`src/hdl/vir_pkg.sv`:
```
// Shared types, codes and lookup functions of the instruction record parser.
package vir_pkg;

  typedef enum logic [3:0] {
    PH_MAGIC = 4'd0,
    PH_COUNT = 4'd1,
    PH_OP    = 4'd2,
    PH_MASK  = 4'd3,
    PH_A     = 4'd4,
    PH_B     = 4'd5,
    PH_C     = 4'd6,
    PH_TAG   = 4'd7,
    PH_F32   = 4'd8,
    PH_REF   = 4'd9,
    PH_AUX   = 4'd10
  } phase_t;

  localparam logic [3:0] ST_RECORD    = 4'd0;
  localparam logic [3:0] ST_EMPTY     = 4'd1;
  localparam logic [3:0] ST_SHORT     = 4'd2;
  localparam logic [3:0] ST_MAGIC     = 4'd3;
  localparam logic [3:0] ST_COUNT     = 4'd4;
  localparam logic [3:0] ST_TRUNC     = 4'd5;
  localparam logic [3:0] ST_OPND_A    = 4'd6;
  localparam logic [3:0] ST_OPND_B    = 4'd7;
  localparam logic [3:0] ST_OPND_C    = 4'd8;
  localparam logic [3:0] ST_TAG       = 4'd9;
  localparam logic [3:0] ST_F32       = 4'd10;
  localparam logic [3:0] ST_REF       = 4'd11;
  localparam logic [3:0] ST_TAG_VALUE = 4'd12;
  localparam logic [3:0] ST_AUX       = 4'd13;

  localparam logic [7:0] TAG_F32 = 8'h00;
  localparam logic [7:0] TAG_REF = 8'h01;

  typedef struct packed {
    logic [7:0]  opcode;
    logic [5:0]  present_mask;
    logic [31:0] operand_a;
    logic [31:0] operand_b;
    logic [31:0] operand_c;
    logic [31:0] angle_bits;
    logic [31:0] aux_word;
    logic [3:0]  status;
    logic        is_final;
  } result_t;

  // Up to two results per byte: the byte's own result, then an end-of-section error.
  typedef struct packed {
    logic    first_vld;
    logic    second_vld;
    result_t first;
    result_t second;
  } push_t;

  function automatic logic [7:0] magic_byte(input logic [1:0] idx);
    logic [7:0] b;
    unique case (idx)
      2'd0: b = 8'h49;
      2'd1: b = 8'h4E;
      2'd2: b = 8'h53;
      default: b = 8'h54;
    endcase
    return b;
  endfunction

  // Status reported when a section ends while the parser waits in a phase.
  function automatic logic [3:0] end_code(input phase_t ph);
    logic [3:0] c;
    unique case (ph)
      PH_MAGIC: c = ST_SHORT;
      PH_COUNT: c = ST_COUNT;
      PH_OP, PH_MASK: c = ST_TRUNC;
      PH_A:     c = ST_OPND_A;
      PH_B:     c = ST_OPND_B;
      PH_C:     c = ST_OPND_C;
      PH_TAG:   c = ST_TAG;
      PH_F32:   c = ST_F32;
      PH_REF:   c = ST_REF;
      PH_AUX:   c = ST_AUX;
      default:  c = ST_RECORD;
    endcase
    return c;
  endfunction

  function automatic result_t error_result(input logic [3:0] code);
    result_t r;
    r          = '0;
    r.status   = code;
    r.is_final = 1'b1;
    return r;
  endfunction

endpackage

```
`src/hdl/vir_core.sv`:
```
// Input register and byte-at-a-time parse state machine of the record parser.
module vir_core import vir_pkg::*; #(
  parameter int OPERAND_BITS = 32,
  parameter int COUNT_BITS   = 64
) (
  input  logic       clk,
  input  logic       rst_n,
  input  logic       in_valid,
  output logic       in_ready,
  input  logic [7:0] in_data_byte,
  input  logic       in_section_end,
  input  logic       room,
  output push_t      push
);

  localparam int OPW   = (OPERAND_BITS < 32) ? OPERAND_BITS : 32;
  localparam int ACC_W = (COUNT_BITS > OPW) ? COUNT_BITS : OPW;

  logic       iv_r, iv_nxt;
  logic [7:0] ib_r;
  logic       ie_r;
  logic       take, go;

  phase_t              phase_r, phase_nxt;
  logic [2:0]          bc_r, bc_nxt;
  logic [ACC_W-1:0]    acc_r, acc_nxt;
  logic [3:0]          sh_r, sh_nxt;
  logic [COUNT_BITS-1:0] left_r, left_nxt;
  logic [7:0]          opc_r, opc_nxt;
  logic [5:0]          mask_r, mask_nxt;
  logic [OPW-1:0]      opa_r, opa_nxt, opb_r, opb_nxt, opc3_r, opc3_nxt;
  logic [31:0]         ang_r, ang_nxt;
  logic [31:0]         aux_r, aux_nxt;
  logic                halted_r, halted_nxt;
  logic                mis_r, mis_nxt;

  logic [6:0]       sh_amt;
  logic [ACC_W-1:0] acc_fed;
  logic             vi_more, vi_ovf;
  logic             adv_go, err_go, found;
  logic [2:0]       adv_from, pj;
  logic [3:0]       err_code;
  push_t            push_d;

  assign take     = in_valid && in_ready;
  assign go       = iv_r && room;
  assign in_ready = !iv_r || room;
  assign iv_nxt   = take ? 1'b1 : (go ? 1'b0 : iv_r);

  always_ff @(posedge clk) begin
    if (!rst_n) begin
      iv_r <= 1'b0;
    end else begin
      iv_r <= iv_nxt;
    end
  end

  always_ff @(posedge clk) begin
    if (take) begin
      ib_r <= in_data_byte;
      ie_r <= in_section_end;
    end
  end

  // ULEB128 step: 7 bits per byte, anything shifted past the accumulator is lost.
  assign sh_amt  = 7'(sh_r) * 7'd7;
  assign acc_fed = acc_r | (ACC_W'(ib_r[6:0]) << sh_amt);
  assign vi_more = ib_r[7] && (sh_r != 4'd9);
  assign vi_ovf  = ib_r[7] && (sh_r == 4'd9);

  always_comb begin
    phase_nxt  = phase_r;
    bc_nxt     = bc_r;
    acc_nxt    = acc_r;
    sh_nxt     = sh_r;
    left_nxt   = left_r;
    opc_nxt    = opc_r;
    mask_nxt   = mask_r;
    opa_nxt    = opa_r;
    opb_nxt    = opb_r;
    opc3_nxt   = opc3_r;
    ang_nxt    = ang_r;
    aux_nxt    = aux_r;
    halted_nxt = halted_r;
    mis_nxt    = mis_r;
    adv_go     = 1'b0;
    adv_from   = 3'd0;
    err_go     = 1'b0;
    err_code   = ST_RECORD;
    found      = 1'b0;
    pj         = 3'd0;
    push_d     = '0;

    if (!halted_r) begin
      unique case (phase_r)
        PH_MAGIC: begin
          if (ib_r != magic_byte(bc_r[1:0])) mis_nxt = 1'b1;
          bc_nxt = bc_r + 3'd1;
          if (bc_nxt[2]) begin
            if (mis_nxt) begin
              err_go   = 1'b1;
              err_code = ST_MAGIC;
            end else begin
              phase_nxt = PH_COUNT;
              acc_nxt   = '0;
              sh_nxt    = '0;
            end
          end
        end
        PH_COUNT: begin
          acc_nxt = acc_fed;
          if (vi_ovf) begin
            err_go   = 1'b1;
            err_code = ST_COUNT;
          end else if (vi_more) begin
            sh_nxt = sh_r + 4'd1;
          end else begin
            left_nxt = acc_fed[COUNT_BITS-1:0];
            if (left_nxt == '0) begin
              err_go   = 1'b1;
              err_code = ST_EMPTY;
            end else begin
              phase_nxt = PH_OP;
            end
          end
        end
        PH_OP: begin
          opc_nxt   = ib_r;
          opa_nxt   = '0;
          opb_nxt   = '0;
          opc3_nxt  = '0;
          ang_nxt   = '0;
          aux_nxt   = '0;
          phase_nxt = PH_MASK;
        end
        PH_MASK: begin
          // Mask bit 7 selects the aux word; bits 4 to 6 are unused.
          mask_nxt = {1'b0, ib_r[7], ib_r[3:0]};
          adv_go   = 1'b1;
          adv_from = 3'd0;
        end
        PH_A, PH_B, PH_C: begin
          acc_nxt = acc_fed;
          if (vi_ovf) begin
            err_go   = 1'b1;
            err_code = (phase_r == PH_A) ? ST_OPND_A :
                       (phase_r == PH_B) ? ST_OPND_B : ST_OPND_C;
          end else if (vi_more) begin
            sh_nxt = sh_r + 4'd1;
          end else begin
            adv_go = 1'b1;
            if (phase_r == PH_A) begin
              opa_nxt  = acc_fed[OPW-1:0];
              adv_from = 3'd1;
            end else if (phase_r == PH_B) begin
              opb_nxt  = acc_fed[OPW-1:0];
              adv_from = 3'd2;
            end else begin
              opc3_nxt = acc_fed[OPW-1:0];
              adv_from = 3'd3;
            end
          end
        end
        PH_TAG: begin
          if (ib_r == TAG_F32) begin
            phase_nxt = PH_F32;
            bc_nxt    = '0;
          end else if (ib_r == TAG_REF) begin
            phase_nxt = PH_REF;
            acc_nxt   = '0;
            sh_nxt    = '0;
          end else begin
            err_go   = 1'b1;
            err_code = ST_TAG_VALUE;
          end
        end
        PH_F32: begin
          ang_nxt = ang_r | (32'(ib_r) << {bc_r[1:0], 3'b000});
          bc_nxt  = bc_r + 3'd1;
          if (bc_nxt[2]) begin
            adv_go   = 1'b1;
            adv_from = 3'd4;
          end
        end
        PH_REF: begin
          acc_nxt = acc_fed;
          if (vi_ovf) begin
            err_go   = 1'b1;
            err_code = ST_REF;
          end else if (vi_more) begin
            sh_nxt = sh_r + 4'd1;
          end else begin
            mask_nxt = mask_r | 6'h20;
            ang_nxt  = '0;
            adv_go   = 1'b1;
            adv_from = 3'd4;
          end
        end
        PH_AUX: begin
          aux_nxt = aux_r | (32'(ib_r) << {bc_r[1:0], 3'b000});
          bc_nxt  = bc_r + 3'd1;
          if (bc_nxt[2]) begin
            adv_go   = 1'b1;
            adv_from = 3'd5;
          end
        end
        default: begin
          halted_nxt = 1'b1;
        end
      endcase

      // Move to the next present field, or close the record if none is left.
      if (adv_go) begin
        for (int j = 4; j >= 0; j--) begin
          if ((3'(j) >= adv_from) && mask_nxt[j]) begin
            found = 1'b1;
            pj    = 3'(j);
          end
        end
        if (found) begin
          unique case (pj)
            3'd0: phase_nxt = PH_A;
            3'd1: phase_nxt = PH_B;
            3'd2: phase_nxt = PH_C;
            3'd3: phase_nxt = PH_TAG;
            default: phase_nxt = PH_AUX;
          endcase
          bc_nxt  = '0;
          acc_nxt = '0;
          sh_nxt  = '0;
        end else begin
          left_nxt                  = left_r - COUNT_BITS'(1);
          push_d.first_vld          = 1'b1;
          push_d.first.opcode       = opc_nxt;
          push_d.first.present_mask = mask_nxt;
          push_d.first.operand_a    = 32'(opa_nxt);
          push_d.first.operand_b    = 32'(opb_nxt);
          push_d.first.operand_c    = 32'(opc3_nxt);
          push_d.first.angle_bits   = ang_nxt;
          push_d.first.aux_word     = aux_nxt;
          push_d.first.status       = ST_RECORD;
          push_d.first.is_final     = (left_nxt == '0);
          if (left_nxt == '0) halted_nxt = 1'b1;
          else phase_nxt = PH_OP;
        end
      end

      if (err_go) begin
        push_d.first_vld = 1'b1;
        push_d.first     = error_result(err_code);
        halted_nxt       = 1'b1;
      end
    end

    if (ie_r) begin
      if (!halted_nxt) begin
        push_d.second_vld = 1'b1;
        push_d.second     = error_result(end_code(phase_nxt));
      end
      phase_nxt  = PH_MAGIC;
      bc_nxt     = '0;
      acc_nxt    = '0;
      sh_nxt     = '0;
      halted_nxt = 1'b0;
      mis_nxt    = 1'b0;
    end
  end

  always_comb begin
    push = push_d;
    if (!go) begin
      push.first_vld  = 1'b0;
      push.second_vld = 1'b0;
    end
  end

  always_ff @(posedge clk) begin
    if (!rst_n) begin
      phase_r  <= PH_MAGIC;
      bc_r     <= '0;
      acc_r    <= '0;
      sh_r     <= '0;
      halted_r <= 1'b0;
      mis_r    <= 1'b0;
    end else if (go) begin
      phase_r  <= phase_nxt;
      bc_r     <= bc_nxt;
      acc_r    <= acc_nxt;
      sh_r     <= sh_nxt;
      halted_r <= halted_nxt;
      mis_r    <= mis_nxt;
    end
  end

  always_ff @(posedge clk) begin
    if (go) begin
      left_r <= left_nxt;
      opc_r  <= opc_nxt;
      mask_r <= mask_nxt;
      opa_r  <= opa_nxt;
      opb_r  <= opb_nxt;
      opc3_r <= opc3_nxt;
      ang_r  <= ang_nxt;
      aux_r  <= aux_nxt;
    end
  end

  a_second_is_error: assert property (@(posedge clk) disable iff (!rst_n)
    push.second_vld |-> (push.second.is_final && push.second.status != ST_RECORD))
    else $error("end-of-section result is not a final error");

  a_end_rearms: assert property (@(posedge clk) disable iff (!rst_n)
    (go && ie_r) |=> (phase_r == PH_MAGIC && !halted_r && bc_r == 3'd0))
    else $error("section end did not rearm the parser");

  a_halt_silent: assert property (@(posedge clk) disable iff (!rst_n)
    (go && halted_r) |-> !push.first_vld)
    else $error("result produced while halted");

endmodule

```
`src/hdl/vir_outq.sv`:
```
// Four-entry result queue that takes up to two results per cycle while room is set.
module vir_outq import vir_pkg::*; (
  input  logic    clk,
  input  logic    rst_n,
  input  push_t   push,
  output logic    room,
  output logic    out_valid,
  input  logic    out_ready,
  output result_t head
);

  localparam int DEPTH = 4;

  result_t    mem_r [DEPTH];
  logic [1:0] wp_r, wp_nxt, rp_r, rp_nxt;
  logic [2:0] cnt_r, cnt_nxt;
  logic [1:0] npush;
  logic       pop;

  assign npush     = 2'(push.first_vld) + 2'(push.second_vld);
  assign out_valid = (cnt_r != 3'd0);
  assign pop       = out_valid && out_ready;
  assign head      = mem_r[rp_r];
  // Room for two more results is checked before this cycle's pop.
  assign room      = (cnt_r <= 3'(DEPTH - 2));
  assign wp_nxt    = wp_r + npush;
  assign rp_nxt    = rp_r + 2'(pop);
  assign cnt_nxt   = cnt_r + 3'(npush) - 3'(pop);

  always_ff @(posedge clk) begin
    if (!rst_n) begin
      wp_r  <= '0;
      rp_r  <= '0;
      cnt_r <= '0;
    end else begin
      wp_r  <= wp_nxt;
      rp_r  <= rp_nxt;
      cnt_r <= cnt_nxt;
    end
  end

  always_ff @(posedge clk) begin
    if (push.first_vld) begin
      mem_r[wp_r] <= push.first;
    end else if (push.second_vld) begin
      mem_r[wp_r] <= push.second;
    end
    if (push.first_vld && push.second_vld) begin
      mem_r[wp_r + 2'd1] <= push.second;
    end
  end

  a_no_overflow: assert property (@(posedge clk) disable iff (!rst_n)
    (push.first_vld || push.second_vld) |-> (cnt_r <= 3'(DEPTH - 2)))
    else $error("result queue written without room");

  a_count_bound: assert property (@(posedge clk) disable iff (!rst_n)
    cnt_r <= 3'(DEPTH))
    else $error("result queue count out of range");

endmodule

```
`src/hdl/varint_instruction_record_parser.sv`:
```
// Top level of the streaming instruction record parser.
// Usage:
//   The input channel carries one section byte per request, with
//   in_section_end set on the last byte of a section. The parser checks the
//   "INST" magic, reads a ULEB128 record count and then decodes records.
//   The output channel carries one request per finished record or error;
//   out_is_final marks the last record, an empty section or an error.
//   A byte may produce two results (a record and an end-of-section error).
// Timing:
//   One byte is taken per cycle while in_ready is high. A byte is held in the
//   input register, and its results are parsed from there and written into a
//   four-entry result queue, whose head is offered on the output channel.
//   A byte leaves the input register only while the queue has room for two
//   results; otherwise the register holds it and in_ready drops.
// Reset and stalls:
//   rst_n is synchronous, active low; it empties the queue and rearms the
//   parser to wait for the magic. When the receiver stalls, results wait in
//   the queue and input bytes keep flowing until the queue is nearly full.
module varint_instruction_record_parser import vir_pkg::*; #(
  parameter int OPERAND_BITS = 32,
  parameter int COUNT_BITS   = 64
) (
  input  logic        clk,
  input  logic        rst_n,
  input  logic        in_valid,
  output logic        in_ready,
  input  logic [7:0]  in_data_byte,
  input  logic        in_section_end,
  output logic        out_valid,
  input  logic        out_ready,
  output logic [7:0]  out_opcode,
  output logic [5:0]  out_present_mask,
  output logic [31:0] out_operand_a,
  output logic [31:0] out_operand_b,
  output logic [31:0] out_operand_c,
  output logic [31:0] out_angle_bits,
  output logic [31:0] out_aux_word,
  output logic [3:0]  out_status,
  output logic        out_is_final
);

  push_t   push;
  logic    room;
  result_t head;

  vir_core #(
    .OPERAND_BITS(OPERAND_BITS),
    .COUNT_BITS  (COUNT_BITS)
  ) u_core (
    .clk           (clk),
    .rst_n         (rst_n),
    .in_valid      (in_valid),
    .in_ready      (in_ready),
    .in_data_byte  (in_data_byte),
    .in_section_end(in_section_end),
    .room          (room),
    .push          (push)
  );

  vir_outq u_outq (
    .clk      (clk),
    .rst_n    (rst_n),
    .push     (push),
    .room     (room),
    .out_valid(out_valid),
    .out_ready(out_ready),
    .head     (head)
  );

  assign out_opcode       = head.opcode;
  assign out_present_mask = head.present_mask;
  assign out_operand_a    = head.operand_a;
  assign out_operand_b    = head.operand_b;
  assign out_operand_c    = head.operand_c;
  assign out_angle_bits   = head.angle_bits;
  assign out_aux_word     = head.aux_word;
  assign out_status       = head.status;
  assign out_is_final     = head.is_final;

endmodule
```
`config.mk`:
```
export PLATFORM = sky130hd
export DESIGN_NAME = varint_instruction_record_parser
export DESIGN_NICKNAME = d
export VERILOG_FILES = /design/src/hdl/vir_pkg.sv /design/src/hdl/vir_core.sv /design/src/hdl/vir_outq.sv /design/src/hdl/varint_instruction_record_parser.sv
export SDC_FILE = /design/constraint.sdc
export NUM_CORES = 2
export LEC_CHECK = 0
export BUFFER_PORTS_ARGS = -buffer_cell sky130_fd_sc_hd__clkbuf_2
export CORE_MARGIN = 4
export CORE_UTILIZATION = 40
export CTS_CLUSTER_DIAMETER = 200
export CTS_CLUSTER_SIZE = 14
export DETAILED_ROUTE_END_ITERATION = 10
export PLACE_DENSITY = 0.68
export SYNTH_ARGS = -nofsm -noshare
export SYNTH_HDL_FRONTEND = slang
export SYNTH_SLANG_ARGS = --single-unit
```
`constraint.sdc`:
```
create_clock -name clk -period 13.9 [get_ports clk]
set_clock_uncertainty 0.15 [all_clocks]
set_input_delay 2.78 -clock clk [delete_from_list [all_inputs] [get_ports clk]]
set_output_delay 2.78 -clock clk [all_outputs]
set_load 0.1 [all_outputs]
```
== Yosys cells after proc, flatten, opt, wreduce, memory -nomap -nowiden ==
Memories as Yosys holds them, arrays and structs flattened. A register that Yosys moved wholly into a read port is not among the register bits.
Index checks and enable logic that the tools add are counted.

* Add/subtract/negate cells: 9
* $mul: 1
* Magnitude comparators: 6
* Equal/unequal tests: 20
* Shift operators: 2
* Multiplexer cells: 159
* Bitwise operators: 5
* Reduce and logical (&&, ||, !) cells: 31

{| class="wikitable"
|+ Operator list
! operator !! number
|-
| $mux 179 || 6
|-
| $mux 64 || 13
|-
| $mux 32 || 13
|-
| $pmux 32 s2 || 4
|-
| $pmux 64 s3 || 1
|-
| $logic_not 64->1 || 2
|-
| $mux 4 || 31
|-
| $pmux 32 s3 || 1
|-
| $or 32x32->32 || 2
|-
| $or 64x64->64 || 1
|-
| $shl 7x7->64 || 1
|-
| $sub 64x1->64 const B || 1
|-
| $mux 3 || 20
|-
| $mux 1 || 50
|-
| $pmux 4 s4 || 2
|-
| $shl 8x5->32 || 1
|-
| $mux 8 || 3
|-
| $pmux 4 s5 || 1
|-
| $mux 6 || 3
|-
| $eq 4x3->1 const B || 4
|-
| $eq 4x4->1 const B || 4
|-
| $pmux 5 s3 || 1
|-
| $pmux 3 s4 || 1
|-
| $pmux 4 s3 || 1
|-
| other kinds (47) || 66
|}

* Bits in registers: 332
* Memory bits (writable): 716
* Bits in read-only memories: 64
* Bits of input ports: 13
* Output and inout bits: 181
* Memories kept: 2

{| class="wikitable"
|+ Memories
! memory !! depth !! bits a word !! rd ports !! clocked after memory_dff !! write ports !! RTL line !! text
|-
| u_outq.mem_r || 4 || 179 || 1 || 1 || 2 || vir_outq.sv:14 || <nowiki>result_t mem_r [DEPTH];</nowiki>
|-
| (name not given) || 16 || 4 || 1 || 0 || 0 || vir_pkg.sv:70 || <nowiki>unique case (ph)</nowiki>
|}

== Longest topological paths before layout ==
* Word-level depth: 27
* Gate-level depth with buffers: 20
* Depth with buffers taken out: 18

== Hierarchy ==
From an unflattened synthesis, not the netlist that was laid out.

* Cell total of the unflattened synthesis: 4,943
* Area total of the unflattened synthesis: 58,572.4 um2

{| class="wikitable"
|+ By module, submodules not included
! module !! instances !! cells each !! area each (um2) !! seq. area each (um2)
|-
| vir_outq || 1 || 2,660 || 38,429.4 || 21,640.8
|-
| vir_core || 1 || 2,283 || 20,143.1 || 8,978.6
|}

== Worst setup path after synthesis ==
OpenSTA, ideal clock, no wires.

* Path type: reg2reg
* From: register u_outq.cnt_r[1]
* To: register u_core.acc_r[12]
* Arrival time: 14,116 ps
* Setup slack: -447 ps
* Stages on the path, launching flop included: 9
* Buffers on the path: 1
* Period minus slack after synthesis: 14,347 ps
* Cell sequence: dfxtp_1 a21oi_1 nand2_1 nor2_1 o211ai_1 o21ai_1 clkbuf_1 a21oi_1 nor3b_1

* Cells in the longest elaborated chain, start to end: 3

{| class="wikitable"
|+ RTL lines
! element !! RTL line !! text
|-
| start, declared || vir_outq.sv:16 || <nowiki>logic [2:0] cnt_r, cnt_nxt;</nowiki>
|-
| start signal, assigned || vir_outq.sv:38 || <nowiki>cnt_r <= cnt_nxt;</nowiki>
|-
| $le 3x2->1 || vir_outq.sv:25 || <nowiki>assign room = (cnt_r <= 3'(DEPTH - 2));</nowiki>
|-
| $logic_and 1x1->1 || vir_core.sv:46 || <nowiki>assign go = iv_r && room;</nowiki>
|-
| $reduce_and 2->1 (no source line) || -- ||
|-
| end signal, assigned || vir_core.sv:288 || <nowiki>acc_r <= acc_nxt;</nowiki>
|-
| end, declared || vir_core.sv:26 || <nowiki>logic [ACC_W-1:0] acc_r, acc_nxt;</nowiki>
|}

Every way passes these cells.
A chain may end at the register's enable or synchronous reset.

==> summary.txt <==
Finish
  – Area Growth Syn to Fin: 9.38%
  – Finished layout cell area: 49800 um^2
  – Post-layout net count: 4686
  – Layout cell share with drive strength beyond 1: 0.127
  – ANT cells: 0
  – Post-Layout Cell Count: roughly 6200

Synthesis
  – Post-synth top area share: 0.343
  – Top-count cell post-synth: dfxtp_1
  – Yosys warns: 0
  – Net Count, Synth: roughly 4800
  – Synth area leader: dfxtp_1
  – Seq cells post-synth: ~1000
  – Seq/Total Area, Yosys: 0.519
  – Post-synth EDFFs: around 270
  – Yosys cell types: 81
  – Cells after synthesis: about 4700
  – Most frequent cells after synthesis: 781 x dfxtp_1, 732 x nand2_1, 369 x nand3_1
  – Avg Cell Area, Syn: roughly 9.6 um^2
  – Cell Area, Synth: roughly 46000 um^2
  – Largest cells by area after synthesis: dfxtp_1 34%, edfxtp_1 18%, mux4_2 8.8%, nand2_1 6.0%, o22ai_1 4.9%
  – Post-synth ARST share: 0
  – Primary FF master, synth: dfxtp_1

Worst setup path
  – Buf/Inv on CP: 2
  – Crit-path max FO: 98
  – Crit path cell chain: or4_1 > or3_4 > nor3_2 > and4_1 > o221ai_1 > nor4_2 > nand4_2 > or4_1 > nor2b_1 > nand2_1 > ha_1 > or2_4 > buf_4 > buf_4 > nand3_1 > o21ai_1
  – Startpoint types: register
  – Reg2reg start: u_core.left_r[2]
  – Worst EP arrival: 8.19 ns
  – Critical Path RT: 14.30 ns
  – Critical Path End Type: register
  – Critical Path Max Stage Delay: approximately 0.90 ns
  – Slowest-stage cell, CP: or2_4
  – CP top delay family: simple AND/OR/NAND/NOR gates
  – Setup crit start: u_core.left_r[2]
  – R2R Setup Slk: between 6 and 7 ns
  – WS Path Type: reg2reg

Flow run
  – Max-Cap Viols: 0

Clocking
  – Bufs on Longest Clock Path: 3
  – Worst-Skew Late Latency: 0.66 ns
  – Root buf cell: clkbuf_16
  – CTS tree: done
  – Total CTS buffers: 84
  – CTS clk-pin slew, worst paths: 0.07 ns
  – Sinks on Clock Net: between 1000 and 1500
  – Post-CTS Hold Buffers: 0
  – Post-CTS Resized: 0
  – Buffer count from post-CTS setup fixing: 0
  – H-Tree Depth: 3

Place
  – Detailed Place HPWL: between 80000 and 90000 um
  – Port Buffer Count: ~190
  – DP Cell Count: 6068
  – Post-DP Area: 47400 um^2
  – RD Place Congestion: around 0.96

Timing
  – Post-route setup TNS: 0 ns
  – Hold Vio Cnt, Final: 0
  – Worst relative slew slack: 0.197
  – Highest clock rate: approximately 130 MHz
  – Tmin final: between 7 and 8 ns
  – Setup violators final: 0
  – Worst-margin pin slew: about 1.2 ns
  – Slew Viols, Final: 0
  – RSZ-0062 raised after global routing: no
  – Final period util: 0.560

Hold path
  – Hold path start: u_outq.mem_r[3][92]
  – Hold Path Class: reg2reg

Power
  – Comb power frac: 0.110
  – Worst IR drop on VDD: roughly 0.00010 V
  – Psw: roughly 0.0017 W
  – Clock network power share: 0.360
  – Leakage: approximately 17 nW
  – PwrDens: ~130 nW/um^2
  – Switching Share: 0.265
  – Int Pwr: around 0.0047 W
  – Sequential power share: 0.529

Die
  – Die Span X: 346 um
  – Core area: 113000 um^2
  – Row count: 123
  – IO Count: 194
  – Initial Utilization: 0.404
  – Die area: around 120000 um^2
  – Die H: 346 um

Detailed routing
  – Drt drc: 0
  – Routed vias/inst: about 6.0
  – Drt wl/cell: 22.6 um
  – Final wirelength: approximately 140000 um
  – DRT Pass-1 Iters: 6
  – Drt initial violations: slightly above 4000
  – Post-DRT Antenna Nets: 0
  – Routed vias: ~37000

GRT
  – Vias in the first global route: around 35000
  – Total GRT Usage: 0.224
  – Initial antenna violation count: 0
  – First-pass GRT wire length: ~220000 um
  – GRT overflow: 0
  – Largest net degree at the start of global routing: around 220

Status
  – Status: finished clean
## per-layer routing
metal / global-route usage / part of all wire
met5: 0 / 0
met2: 0.357 / 0.46
met4: 0.0808 / 0.035
met1: 0.309 / 0.42
met3: 0.0381 / 0.078
## flip-flops by register name, summed over array words and instances, names as in the netlist, 4 cells and up
| signal | count |
|---|---|
| u_outq.mem_r | 716 |
| u_core.acc_r | 64 |
| u_core.left_r | 64 |
| u_core.ang_r | 32 |
| u_core.aux_r | 32 |
| u_core.opa_r | 32 |
| u_core.opb_r | 32 |
| u_core.opc3_r | 32 |
| u_core.ib_r | 8 |
| u_core.opc_r | 8 |
| u_core.mask_r | 6 |
| u_core.phase_r | 4 |
| u_core.sh_r | 4 |
## cell usage in the layout, fill, tap and decap left out, types with 23 or more instances in the layout
cell       synthesis  final
nor4_1            41     40
clkbuf_16          0     87
nor2b_1           40     40
clkbuf_2           0    193
nand2_1          732    731
nand3_1          369    369
dfxtp_1          781    779
o22ai_1          357    357
inv_1             66     66
nand4_1           31     31
nor3_1            56     54
buf_4             26     77
or3_1             24     23
clkbuf_1         302     52
nor3b_1           35     35
xnor2_1           24     24
edfxtp_1         267    267
o21ai_0          304    303
and2_1            46     46
mux4_2           179    179
nor2_1           174    171
a21oi_1          236    234
o21ai_1          222    221
a22oi_1           38     38
## stage by stage
stage	utilization	hold slack (ns)	power (W)	worst slack, ns
floorplan	-	0.286	0.00395	4.38
global placement	0.420	0.294	0.00412	6.40
detailed placement	0.420	0.300	0.00413	6.28
CTS	0.442	0.310	0.00639	6.25
global route	0.442	0.324	0.00656	5.71
finish	0.442	0.307	0.00634	6.12
## worst min-delay path, stage by stage, from the launching register on
cell and delay, ns:
dfxtp_1 0.31, nand3_1 0.05, o21ai_1 0.05
## cell families (layout without fill, tap and decap cells)
| family | count (synthesis) | after routing | share of synthesized area |
|---|---|---|---|
| XOR/XNOR | 32 | 32 | 0.00615 |
| flip-flops | 1048 | 1048 | 0.519 |
| adder cells (fa/ha/maj) | 19 | 19 | 0.00538 |
| AND/OR/NAND/NOR | 1643 | 1643 | 0.169 |
| multiplexers | 193 | 193 | 0.0916 |
| AO/OA/AOI/OAI | 1291 | 1291 | 0.164 |
| buffers and inverters | 501 | 485 | 0.0449 |
## power groups by stage
stage	logic, W	registers [W]	clock network, W
final	0.000700	0.00336	0.00229
after global routing	0.000758	0.00337	0.00243
after CTS	0.000707	0.00336	0.00232
after detailed placement	0.000707	0.00343	0
after global placement	0.000700	0.00342	0
after floorplan	0.000565	0.00338	0
## worst paths after layout
kind	end	depth (start not counted)
setup / recovery	u_outq.mem_r[3][86]	16
hold reg to reg	u_outq.mem_r[3][92]	2
hold / removal	u_outq.mem_r[3][92]	2
setup reg to reg	u_outq.mem_r[3][86]	16
## cell type report
class | instances | area, um^2
Inverter | 67 | 251
Clock inverter | 3 | 55.1
Timing Repair Buffer | 275 | 1640
Sequential cell | 1048 | 23700
Tap cell | 1500 | 1880
Multi-Input combinational cell | 3178 | 20000
Clock buffer | 140 | 2390
Fill cell | 10600 | 63000
Note: power is estimated with default switching activity, not from simulation.
